`src/design/bsm_pkg.sv`:
```
// shared types and constants of the byte stack machine core
`default_nettype none

package bsm_pkg;

    localparam logic [1:0] CMD_WRITE = 2'd0;
    localparam logic [1:0] CMD_READ  = 2'd1;
    localparam logic [1:0] CMD_START = 2'd2;
    localparam logic [1:0] CMD_STEP  = 2'd3;

    localparam logic [2:0] RUN_IDLE   = 3'd0;
    localparam logic [2:0] RUN_ACTIVE = 3'd1;
    localparam logic [2:0] RUN_HALT   = 3'd2;
    localparam logic [2:0] RUN_PANIC  = 3'd3;
    localparam logic [2:0] RUN_UNIMPL = 3'd4;

    localparam logic [5:0] OP_PANIC = 6'd0;
    localparam logic [5:0] OP_HALT  = 6'd1;
    localparam logic [5:0] OP_LIT   = 6'd2;
    localparam logic [5:0] OP_DUP   = 6'd3;
    localparam logic [5:0] OP_DROP  = 6'd4;
    localparam logic [5:0] OP_UN5   = 6'd5;
    localparam logic [5:0] OP_UN6   = 6'd6;
    localparam logic [5:0] OP_ADD   = 6'd7;
    localparam logic [5:0] OP_SUB   = 6'd8;
    localparam logic [5:0] OP_JMP   = 6'd9;
    localparam logic [5:0] OP_JNEG  = 6'd10;
    localparam logic [5:0] OP_UN_LO = 6'd11;
    localparam logic [5:0] OP_UN_HI = 6'd16;
    localparam logic [5:0] OP_STORE = 6'd17;
    localparam logic [5:0] OP_LOAD  = 6'd18;

    localparam logic [15:0] START_RESET   = 16'h0100;
    localparam logic [15:0] CONSOLE_RESET = 16'h0012;

    localparam logic REG_START   = 1'b0;
    localparam logic REG_CONSOLE = 1'b1;

    typedef enum logic [1:0] {BASE_PC, BASE_SP, BASE_T, BASE_IN} base_sel_t;
    typedef enum logic [1:0] {DST_A, DST_B, DST_T, DST_INS} dst_t;
    typedef enum logic [2:0] {PC_HOLD, PC_INC, PC_ADDN, PC_T, PC_START} pc_op_t;
    typedef enum logic [2:0] {SP_HOLD, SP_ADDN, SP_SUBN, SP_ADD2, SP_ZERO} sp_op_t;

    typedef struct packed {
        logic      latch_in;
        logic      mem_we;
        logic      mem_re;
        logic      wsrc_in;
        base_sel_t base;
        logic [2:0] idx;
        dst_t      dst;
        pc_op_t    pc_op;
        sp_op_t    sp_op;
        logic      alu_en;
        logic      alu_sub;
        logic      set_console;
    } dp_cmd_t;

    typedef struct packed {
        logic [5:0] op;
        logic [1:0] size;
        logic       sign;
    } dp_sts_t;

endpackage

`default_nettype wire

```
`src/design/bsm_ctrl.sv`:
```
// controller: command decode and instruction sequencer
`default_nettype none

module bsm_ctrl
    import bsm_pkg::*;
(
    input  wire logic       aclk,
    input  wire logic       aresetn,
    input  wire logic       in_accept,
    input  wire logic [1:0] in_command,
    input  wire logic       out_busy,
    input  wire dp_sts_t    sts,
    output dp_cmd_t         cmd,
    output logic            in_ready,
    output logic            out_load,
    output logic            is_read,
    output logic [2:0]      run_state
);

    typedef enum logic [11:0] {
        S_IDLE  = 12'b0000_0000_0001,
        S_WR    = 12'b0000_0000_0010,
        S_RD    = 12'b0000_0000_0100,
        S_RDW   = 12'b0000_0000_1000,
        S_FETCH = 12'b0000_0001_0000,
        S_FWAIT = 12'b0000_0010_0000,
        S_DEC   = 12'b0000_0100_0000,
        S_LD    = 12'b0000_1000_0000,
        S_LDW   = 12'b0001_0000_0000,
        S_EXEC  = 12'b0010_0000_0000,
        S_ST    = 12'b0100_0000_0000,
        S_RESP  = 12'b1000_0000_0000
    } state_t;

    state_t     state_reg, state_next;
    logic       ph_reg, ph_next;
    logic [2:0] idx_reg, idx_next;
    logic [2:0] run_reg, run_next;
    logic       read_reg, read_next;
    logic [2:0] nlast, ld_last;
    logic [5:0] op;

    assign op = sts.op;

    always_comb begin
        unique case (sts.size)
            2'd0:    nlast = 3'd0;
            2'd1:    nlast = 3'd1;
            2'd2:    nlast = 3'd3;
            default: nlast = 3'd7;
        endcase
        ld_last = nlast;
        if (!ph_reg && (op == OP_JMP || op == OP_JNEG || op == OP_STORE || op == OP_LOAD)) begin
            ld_last = 3'd1;
        end
    end

    always_comb begin
        cmd        = '0;
        cmd.base   = BASE_SP;
        cmd.dst    = DST_A;
        cmd.pc_op  = PC_HOLD;
        cmd.sp_op  = SP_HOLD;
        cmd.idx    = idx_reg;
        state_next = state_reg;
        ph_next    = ph_reg;
        idx_next   = idx_reg;
        run_next   = run_reg;
        read_next  = read_reg;
        out_load   = 1'b0;
        unique case (state_reg)
            S_IDLE: begin
                if (in_accept) begin
                    cmd.latch_in = 1'b1;
                    read_next    = (in_command == CMD_READ);
                    unique case (in_command)
                        CMD_WRITE: state_next = S_WR;
                        CMD_READ:  state_next = S_RD;
                        CMD_START: begin
                            cmd.pc_op  = PC_START;
                            cmd.sp_op  = SP_ZERO;
                            run_next   = RUN_ACTIVE;
                            state_next = S_RESP;
                        end
                        default: state_next = (run_reg == RUN_ACTIVE) ? S_FETCH : S_RESP;
                    endcase
                end
            end
            S_WR: begin
                cmd.base    = BASE_IN;
                cmd.idx     = 3'd0;
                cmd.mem_we  = 1'b1;
                cmd.wsrc_in = 1'b1;
                state_next  = S_RESP;
            end
            S_RD: begin
                cmd.base   = BASE_IN;
                cmd.idx    = 3'd0;
                cmd.mem_re = 1'b1;
                state_next = S_RDW;
            end
            S_RDW: state_next = S_RESP;
            S_FETCH: begin
                cmd.base   = BASE_PC;
                cmd.idx    = 3'd0;
                cmd.dst    = DST_INS;
                cmd.mem_re = 1'b1;
                state_next = S_FWAIT;
            end
            S_FWAIT: state_next = S_DEC;
            S_DEC: begin
                cmd.pc_op  = PC_INC;
                ph_next    = 1'b0;
                idx_next   = 3'd0;
                state_next = S_RESP;
                if (op == OP_PANIC) begin
                    run_next = RUN_PANIC;
                end else if (op == OP_HALT) begin
                    run_next = RUN_HALT;
                end else if (op == OP_DROP) begin
                    cmd.sp_op = SP_ADDN;
                end else if (op == OP_UN5 || op == OP_UN6 ||
                             (op >= OP_UN_LO && op <= OP_UN_HI)) begin
                    run_next = RUN_UNIMPL;
                end else if (op == OP_LIT || op == OP_DUP || op == OP_ADD || op == OP_SUB ||
                             op == OP_JMP || op == OP_JNEG || op == OP_STORE ||
                             op == OP_LOAD) begin
                    state_next = S_LD;
                end
            end
            S_LD: begin
                cmd.mem_re = 1'b1;
                if (op == OP_LIT) begin
                    cmd.base = BASE_PC;
                end else if (op == OP_LOAD && ph_reg) begin
                    cmd.base = BASE_T;
                end
                if (!ph_reg && (op == OP_ADD || op == OP_SUB)) begin
                    cmd.dst = DST_B;
                end else if (!ph_reg && (op == OP_JMP || op == OP_JNEG ||
                                         op == OP_STORE || op == OP_LOAD)) begin
                    cmd.dst = DST_T;
                end
                if (idx_reg == ld_last) begin
                    idx_next   = 3'd0;
                    state_next = S_LDW;
                end else begin
                    idx_next = idx_reg + 3'd1;
                end
            end
            S_LDW: begin
                state_next = S_RESP;
                if (op == OP_LIT) begin
                    cmd.sp_op  = SP_SUBN;
                    cmd.pc_op  = PC_ADDN;
                    state_next = S_ST;
                end else if (op == OP_DUP) begin
                    cmd.sp_op  = SP_SUBN;
                    state_next = S_ST;
                end else if (op == OP_ADD || op == OP_SUB) begin
                    cmd.sp_op  = SP_ADDN;
                    ph_next    = 1'b1;
                    state_next = ph_reg ? S_EXEC : S_LD;
                end else if (!ph_reg) begin
                    cmd.sp_op  = SP_ADD2;
                    ph_next    = 1'b1;
                    state_next = (op == OP_JMP) ? S_EXEC : S_LD;
                end else if (op == OP_JNEG) begin
                    cmd.sp_op  = SP_ADDN;
                    state_next = S_EXEC;
                end else if (op == OP_STORE) begin
                    state_next = S_ST;
                end else begin
                    cmd.sp_op  = SP_SUBN;
                    state_next = S_ST;
                end
            end
            S_EXEC: begin
                state_next = S_RESP;
                if (op == OP_ADD || op == OP_SUB) begin
                    cmd.alu_en  = 1'b1;
                    cmd.alu_sub = (op == OP_SUB);
                    cmd.sp_op   = SP_SUBN;
                    state_next  = S_ST;
                end else if (op == OP_JMP || sts.sign) begin
                    cmd.pc_op = PC_T;
                end
            end
            S_ST: begin
                cmd.mem_we = 1'b1;
                cmd.base   = (op == OP_STORE) ? BASE_T : BASE_SP;
                if (idx_reg == nlast) begin
                    idx_next   = 3'd0;
                    state_next = S_RESP;
                    if (op == OP_STORE) begin
                        cmd.sp_op       = SP_ADDN;
                        cmd.set_console = 1'b1;
                    end
                end else begin
                    idx_next = idx_reg + 3'd1;
                end
            end
            S_RESP: begin
                if (!out_busy) begin
                    out_load   = 1'b1;
                    state_next = S_IDLE;
                end
            end
            default: state_next = S_IDLE;
        endcase
    end

    always_ff @(posedge aclk) begin
        if (!aresetn) begin
            state_reg <= S_IDLE;
            ph_reg    <= 1'b0;
            idx_reg   <= 3'd0;
            run_reg   <= RUN_IDLE;
            read_reg  <= 1'b0;
        end else begin
            state_reg <= state_next;
            ph_reg    <= ph_next;
            idx_reg   <= idx_next;
            run_reg   <= run_next;
            read_reg  <= read_next;
        end
    end

    assign in_ready  = (state_reg == S_IDLE);
    assign is_read   = read_reg;
    assign run_state = run_reg;

endmodule

`default_nettype wire

```
`config.mk`:
```
export PLATFORM = sky130hd
export DESIGN_NAME = bsm_ctrl
export DESIGN_NICKNAME = d
export VERILOG_FILES = /design/src/design/bsm_pkg.sv /design/src/design/bsm_ctrl.sv
export SDC_FILE = /design/constraint.sdc
export NUM_CORES = 1
export LEC_CHECK = 0
export BUFFER_PORTS_ARGS = -buffer_cell sky130_fd_sc_hd__buf_4
export CAP_MARGIN = 20
export CORE_UTILIZATION = 48
export DETAILED_ROUTE_END_ITERATION = 8
export PLACE_DENSITY_LB_ADDON = 0.2
export SYNTH_ARGS = -nofsm -noshare
export SYNTH_HDL_FRONTEND = slang
export SYNTH_SLANG_ARGS = --single-unit
```
`constraint.sdc`:
```
create_clock -name aclk -period 1.7 [get_ports aclk]
set_input_delay 0.085 -clock aclk [delete_from_list [all_inputs] [get_ports aclk]]
set_output_delay 0.085 -clock aclk [all_outputs]
set_load 0.005 [all_outputs]
```
==> flow_summary.toml, run 1 <==
[synth]
ys_async_sr_fraction_pct = 0
synth-edff-count = 0
synthesis.nets = 236
ys_ff_latch = 20
yosysUniqueCellTypes = 62
netlist_area_um2 = 1700
yosys.area.top_type_share_pct = 23.6
ys.flop_type = "dfxtp_1"
synth.avg_cell_area_um2 = 7.71
syn_inst = 220
ys_seq_area_share_pct = 23.6
yosys.area.top_type = "dfxtp_1"
yosysWarningCount = 0
ys_top_cells_by_area = "dfxtp_1, nand2_1, nor4_4"

[placement]
dp_hpwl_um = 4050
place_area_um2 = 2460
port_buffers = 40
place_congestion = 0.895
pre_cts_ws_ns = -0.168

[cts]
root_buffer = "clkbuf_4"
htreeDepth = 1
cts_buffer_depth = 2
cts_made_buffers = 3
cts.sinks = 20

[run_status]
status = "aborted with a tool error"
stop_error = "[ERROR DPL-0038] Utilization greater than 100%, impossible to legalize"
haltStage = "global routing"

[floorplan]
start_util_pct = 50.4
std_cell_rows = 21
die_y_um = 61.4
ioPinCount = 41
die_width_um = 61.4

[sta]
crit_endpoint = "cmd[5]"
worst_path_end_type = "top-level output"

[global_route]
grt_start_max_net_pins = 15
## cells in the mapped netlist (5+ instances only)
cell	instances
nor2_1	22
o21ai_0	15
nand3_1	7
a21oi_1	7
nor2b_1	9
dfxtp_1	20
nand2_1	23
clkbuf_1	8
nor3_1	8
inv_1	10
nor4_1	5
nand2b_1	6
## stage by stage
step	instances	setup TNS [ns]
detailed placement	354	-1.61
CTS	388	-6.60
floorplan	220	-0.173
global placement	354	-0.729
## cell families after synthesis
family	share of synthesized area, %
compound gates	24.7
xor+xnor	2.07
fa+ha+maj	0.738
buf+inv	5.09
flops	23.6
mux	1.25
simple gates	42.5
## what timing repair did
| action | 4_1_cts |
|---|---|
| endpoints found under the setup margin | 40 |
| hold buffers | 2 |
| resized for setup | 83 |
| hold endpoints to repair | 2 |
| pin swaps | 27 |
| setup buffers | 35 |
==> run 2, diff against run 1 <==
CORE_UTILIZATION = 40   (was 48)
PLACE_DENSITY_LB_ADDON = 0.15   (was 0.2)
clock period = 2.2 ns   (was 1.7 ns; I/O delays follow)
==> run 2 against run 1 <==
  * Area after synthesis is the same
  * Synthesized cell count is the same
  * The run now ends clean
==> flow_summary.toml, run 2 <==
[run_status]
status = "finished clean"

[setup_path]
crit_path_start = "state_reg[7]"
worstPathRequired_ns = 2.09
arrival_ns = 1.99
crit_path_end_kind = "output pin"
critPathKind = "reg2out"
cp-start-kind = "flip-flop"
r2r_slack_ns = 0.17
critical_path_peak_fanout = 5
r2r_start = "state_reg[0]"

[cts]
cts_buffer_depth = 2
cts_tree = "yes"
cts_made_buffers = 3
cts.sinks = 20
root_buffer = "clkbuf_8"
worstSkewPairLatency_ns = 0.26
htreeDepth = 1
clk_pin_slew_ns = 0.07

[synth]
ys_seq_area_share_pct = 23.6
ys_ff_latch = 20
syn_inst = 220
synth.avg_cell_area_um2 = 7.71
synthesis.nets = 236
yosys-top-cells-count = "nand2_1, nor2_1, dfxtp_1"
yosys.area.top_type = "dfxtp_1"
netlist_area_um2 = 1700
yosys.area.top_type_share_pct = 23.6
ys_top_cells_by_area = "dfxtp_1, nand2_1, nor4_4"
synth-edff-count = 0
synth.most_common_cell = "nand2_1"
ys.flop_type = "dfxtp_1"
ys_async_sr_fraction_pct = 0
yosysUniqueCellTypes = 62
yosysWarningCount = 0

[final_layout]
area.growth.synth_to_final_pct = 31.6
layout_commonest_cell = "buf_4"
drive_above_1_share_pct = 32.2
largest_reg_flops = 12
final_cell_mix = "buf_4, nand2_1, nor2_1, dfxtp_1, o21ai_0"
final_area_um2 = 2230
diodes = 0
fin_util_pct = 55.4
nets = 290

[sta]
slew_viol_final = 0
setup_viol = 0
worst_slew_pin_slew_ns = 0.578
min_period_over_period_pct = 95.5
holdWs_ns = 0.0376
max-slew-margin-rel_pct = 60.9
setup_tns_ns = 0
fin_skew_ns = 0.00403
hold_viol = 0
period_needed_ns = 2.10
fmax_ghz = 0.476

[floorplan]
die-area_um2 = 4500
ioPinCount = 41
std_cell_rows = 23
die_width_um = 67.1
start_util_pct = 42.1
core_area_um2 = 4030
die_y_um = 67.1

[global_route]
grt_pass1_vias = 1613
grt_start_max_net_pins = 18
grt_pass1_wl_um = 7930
grtUsageTotal_pct = 23.3
antenna_found_initial = 0
gr-total-overflow = 0

[min_path]
hold_path.class = "in2reg"
min-delay-start = "in_command[0]"

[placement]
port_buffers = 40
dp_hpwl_um = 3610
place_area_um2 = 2080
place_congestion = 0.902

[pwr]
ir_worst_vdd_mv = 0.228
power_mw = 1.01
powerDensity_nw_per_um2 = 452
leakagePower_nw = 0.963

[drt]
routed_wl_um = 5030
wire_per_inst_um = 15.6
vias_per_cell = 5.87
first_pass_iters = 4
dr_total_vias = 1896
drc = 0
drt_iter0_drc = 174
ant_nets = 0

[run]
drv_cap = 0
run 2: cell counts after synthesis:
Identical to the previous run, type by type.
run 2: where the power goes:
part,leakage (nW),internal [mW],switching [mW]
Combinational,0.773,0.155,0.166
Sequential,0.162,0.375,0.0234
Clock,0.0288,0.160,0.128
Total,0.963,0.690,0.318
run 2: cell families after synthesis:
group / after synthesis / share of synthesized area (%)
AOI/OAI and AO/OA: 57 / 24.7
xor gates and xnor gates: 4 / 2.07
adders and majority gates: 1 / 0.738
buffers and inverters: 20 / 5.09
DFF: 20 / 23.6
muxes: 2 / 1.25
and+or+nand+nor: 116 / 42.5
run 2: timing repair:
| action | CTS | global route |
|---|---|---|
| hold buffers | 0 | 0 |
| endpoints found under the hold margin | 0 | 0 |
| endpoints found under the setup margin | 3 | 8 |
| pin swaps | 2 | 2 |
| setup buffers | 4 | 5 |
| gates resized for setup | 0 | 8 |
run 2: worst max-delay path: stages (launching register included):
cell      delay, ns
dfxtp_1        0.37
nor4_4         0.34
and3_2         0.24
and3b_2        0.25
o21a_1         0.18
o21ai_1        0.11
o221ai_1       0.10
buf_4          0.15
run 2: metal layers:
metal | GRT usage, % | share of wire [%] | vias to the layer above
met4 | 3.19 | 0.60 | 0
met3 | 3.60 | 6.1 | 5
li1 | - | - | 927
met1 | 32.9 | 47 | 888
met5 | 0 | 0 | -
met2 | 37.6 | 47 | 76
run 2: worst paths after layout:
check / depth (start not counted) / to
hold / removal: 2 / state_reg[1]
hold reg to reg: 2 / run_state[2]
setup reg to reg: 8 / run_state[0]
setup / recovery: 7 / cmd[3]
run 2: final cells by class:
class / instances / area, um2
Multi-Input combinational cell: 180 / 1230
Tap cell: 50 / 62.6
Inverter: 10 / 37.5
Fill cell: 425 / 1800
Clock buffer: 4 / 55.1
Timing Repair Buffer: 59 / 443
Sequential cell: 20 / 403
run 2: through the flow:
stage / worst slack (ns) / cells
floorplan: 0.423 / 220
global placement: 0.114 / 310
detailed placement: 0.133 / 310
CTS: 0.00739 / 318
global route: -0.0144 / 323
finish: 0.0982 / 323
Note: power is estimated with default switching activity, not from simulation.
